--- src/rtl/core/assert_macros.svh ---
// ----------------------------------------------------------------------------
// assert_macros
// Assertion helper macros shared by the RTL.
// ----------------------------------------------------------------------------
`ifndef ASSERT_MACROS_SVH
`define ASSERT_MACROS_SVH
`define ASSERT_CLK(label, clk, rst, prop, msg) \
   label: assert property (@(posedge clk) disable iff (rst) (prop)) else $error(msg);
`define ASSERT_NEVER(label, clk, rst, expr, msg) \
   label: assert property (@(posedge clk) disable iff (rst) !(expr)) else $error(msg);
`endif

--- src/rtl/core/kss_ram.sv ---
// ----------------------------------------------------------------------------
// kss_ram
// Generic single-port RAM with registered read.
// ----------------------------------------------------------------------------
module kss_ram #(
   parameter int WIDTH = 32,
   parameter int DEPTH = 64
) (
   input  logic                     clock,
   input  logic                     we,
   input  logic [$clog2(DEPTH)-1:0] addr,
   input  logic [WIDTH-1:0]         wdata,
   output logic [WIDTH-1:0]         rdata
);
   logic [WIDTH-1:0] mem [DEPTH];
   always_ff @(posedge clock) begin
      if (we) mem[addr] <= wdata;
      rdata <= mem[addr];
   end
endmodule

--- config.mk ---
export PLATFORM = sky130hd
export DESIGN_NAME = kss_ram
export DESIGN_NICKNAME = d
export VERILOG_FILES = /design/src/rtl/core/assert_macros.svh /design/src/rtl/core/kss_ram.sv
export SDC_FILE = /design/constraint.sdc
export NUM_CORES = 2
export LEC_CHECK = 0
export ABC_CLOCK_PERIOD_IN_PS = 3100
export BUFFER_PORTS_ARGS = -buffer_cell sky130_fd_sc_hd__buf_4
export CORE_MARGIN = 1
export CORE_UTILIZATION = 45
export DETAILED_ROUTE_END_ITERATION = 8
export PLACE_DENSITY = 0.6
export SYNTH_ARGS = -nofsm -noshare
export SYNTH_HDL_FRONTEND = slang
export SYNTH_SLANG_ARGS = --single-unit
--- constraint.sdc ---
create_clock -name clock -period 3.1 [get_ports clock]
set_input_delay 0.155 -clock clock [delete_from_list [all_inputs] [get_ports clock]]
set_output_delay 0.155 -clock clock [all_outputs]
set_load 0.01 [all_outputs]
==> flow_summary.yaml <==
floorplan:
  die_x_um: 421
  num_rows: 153
  io_pins: 72
  start_util: 0.454
  die_h_um: 421
  core-area_um2: 174000
  fp.dieArea_um2: 177000
detailed_routing:
  drtIter0Drc: 5185
  drt-pass1-iter-count: 6
  wl_per_cell_um: 30.9
  viasPerCell: 6.13
  detail-route-antenna-nets: 0
  vias: 43289
  drc_errors: 0
  wl_um: 218000
critical_path:
  reg2reg_from: "mem[45][2]"
  worst_r2r_endpoint: "rdata[2]"
  cp_num_buf_inv: 5
  crit_path_max_fanout: 69
  cp-start-kind: "primary input"
  cp.arrival_ns: 3.75
  path_cells: "dlygate4sd3_1 -> buf_8 -> buf_12 -> nor3_2 -> buf_4 -> a22oi_1 -> a31oi_1 -> a2111oi_0 -> buf_4 -> nand3_1"
  crit_path_max_incr_delay_ns: 1.11
  cp_top_family: "buffers and inverters"
  crit_path_frequent_cell: "buf_4"
  endpoint_kind: "flop"
  path_class: "primary input to flop"
  rrSetupSlack_ns: 0.46
  cp_slowest_cell: "a2111oi_0"
  reg2regPathDepth: 7
  crit_required_ns: 3.81
timing:
  hold_viol_final: 0
  relSlewSlack: 0.110
  fin_worst_skew_ns: 0.0264
  finalCriticalPeriod_ns: 3.04
  drv_slew: 0
  fmax_mhz: 329
  fin_hold_ws_ns: 0.156
  period_share: 0.981
  rsz0062_at_grt: "no"
  tightest_slew_ns: 1.30
  setup_viol: 0
  setup_tns_ns: 0
global_route:
  grt_pass1_wl_um: 311000
  grt_pass1_vias: 42679
  grt.overflow.total: 0
  grt.total_usage: 0.247
  grt_max_degree: 78
  antenna_found_initial: 8
synthesis:
  ys_top_cells_by_area: "edfxtp_1 78%, mux2i_1 3.3%, mux4_2 2.7%"
  synth_edf_count: 2048
  ys_seq_area_frac: 0.787
  synth.largest_area_cell: "edfxtp_1"
  synthesis.area_um2: 78900
  synth_warnings: 0
  syn_nets: 4279
  avgSynthCellArea_um2: 18.6
  synth_flop_cell: "edfxtp_1"
  ys_ff_latch: 2080
  synth.distinct_cells: 56
  syn_inst: 4239
  synthArstFlopShare: 0
  synth_top_area_frac: 0.779
cells_and_area:
  fill_cells: 13730
  layout.nets: 4608
  final_cell_area_um2: 91600
  area_delta_synth_final_pct: 16.0
  layout-drive-gt1-share: 0.210
  fin_util: 0.526
outcome:
  status: "complete, no violations"
place:
  io_buffers: 71
  place_congestion: 0.822
  place_area_um2: 84800
  hpwl_um: 128000
job:
  cap_violations: 0
hold_path:
  hold_depth: 5
  min_path_type: "primary input to flop"
  hold_start: "addr[5]"
  holdPathEnd: "rdata[0]"
clock_tree:
  clockBufferDepth: 3
  hold_buffers: 35
  tritoncts: "built"
  clk_latency_ns: 0.83
  cts-htree-levels: 4
  cts_resized: 0
  root_buffer: "clkbuf_16"
  cts_buffers: 204
  clock_sinks: 2080
  post_cts_buffers: 0
  path_clk_slew_ns: 0.06
pwr:
  power_density_nw_per_um2: 636
  static-leakage-power_nw: 29.7
  ir_drop_mv: 0.493
[sequential cells by signal, summed over array words and instances, names as in the netlist]
register and count:
mem 2048, rdata 32
[where the power goes]
part	internal (mW)	total, mW	switching, mW
Sequential	31.1	31.3	0.164
Combinational	1.11	3.17	2.06
Clock	13.3	23.7	10.4
Total	45.6	58.2	12.6
[per-layer routing]
metal / up-vias / track usage / wire length [um]
li1: 18321 / - / -
met1: 22784 / 0.344 / 90700
met2: 1855 / 0.399 / 106000
met3: 325 / 0.0381 / 15700
met4: 4 / 0.0767 / 6230
met5: - / 0 / 23
[worst max-delay path by stage]
stage | cells past startpoint | endpoint | slack [ns] | from
after floorplan | 8 | mem[15][0] | -0.29 | addr[2]
after global placement | 11 | rdata[2] | -0.17 | addr[0]
after detailed placement | 11 | rdata[2] | -0.15 | addr[0]
after CTS | 10 | rdata[2] | 0.16 | addr[2]
after global routing | 10 | rdata[2] | 0.15 | addr[2]
final | 10 | rdata[2] | 0.06 | addr[2]
[worst min-delay path: cells and delay by family]
family	cells	cell delay [ns]
compound gates	2	0.33
buf+inv	2	0.30
simple gates	1	0.14
[stage by stage]
stage | setup slack (ns) | cells | total power [mW]
floorplan | -0.294 | 4239 | 33.3
global placement | -0.167 | 6652 | 35.0
detailed placement | -0.148 | 6652 | 35.1
CTS | 0.159 | 7059 | 58.5
global route | 0.148 | 7059 | 59.7
finish | 0.0575 | 7063 | 58.2
[kinds of logic (layout without fill, tap and decap cells)]
| family | count (synthesis) | count (layout) | synth area share |
|---|---|---|---|
| other cells | 0 | 4 | 0 |
| flops | 2080 | 2080 | 0.787 |
| compound gates | 933 | 933 | 0.0866 |
| simple gates | 424 | 424 | 0.0281 |
| mux | 502 | 502 | 0.0812 |
| buf+inv | 300 | 795 | 0.0168 |
[synth_stat cells, drive strengths merged, types with 2 or more instances]
cell	number
a21oi	121
a222oi	16
o311ai	2
a22oi	188
mux2i	259
nor2	145
and3b	2
nand4	3
o221ai	6
nand2	28
a211oi	17
nand3b	2
a22o	66
or4	15
mux2	147
a2111oi	15
nand2b	18
nor3	22
a221o	15
a221oi	175
clkbuf	169
or3	4
o22a	70
nor4	14
nand3	54
a31oi	43
and2	5
mux4	96
dfxtp	32
o2bb2ai	15
buf	129
nor2b	8
and3	85
o22ai	93
o21ai	85
inv	2
edfxtp	2048
or4b	14
[placed cells by master (no fill, tap or decap), types with 93 or more instances in the layout]
master,Yosys,routed
edfxtp_1,2048,2048
mux4_2,96,96
buf_4,8,319
clkbuf_16,0,207
o22ai_1,93,93
a221oi_1,175,175
mux2_2,147,147
a22oi_1,188,188
mux2i_1,259,259
a21oi_1,121,121
[layout make-up]
cell class                      instances  area (um^2)  share of cell area
Multi-Input combinational cell       1859        16100               0.175
Clock buffer                          273         5520              0.0603
Sequential cell                      2080        62100               0.679
Tap cell                             2325         2910              0.0318
Inverter                                2         15.0            0.000164
Timing Repair Buffer                  421         4070              0.0445
Antenna cell                            4         10.0            0.000109
Clock inverter                         99          836             0.00913
Power figures use the tool's default switching activity.
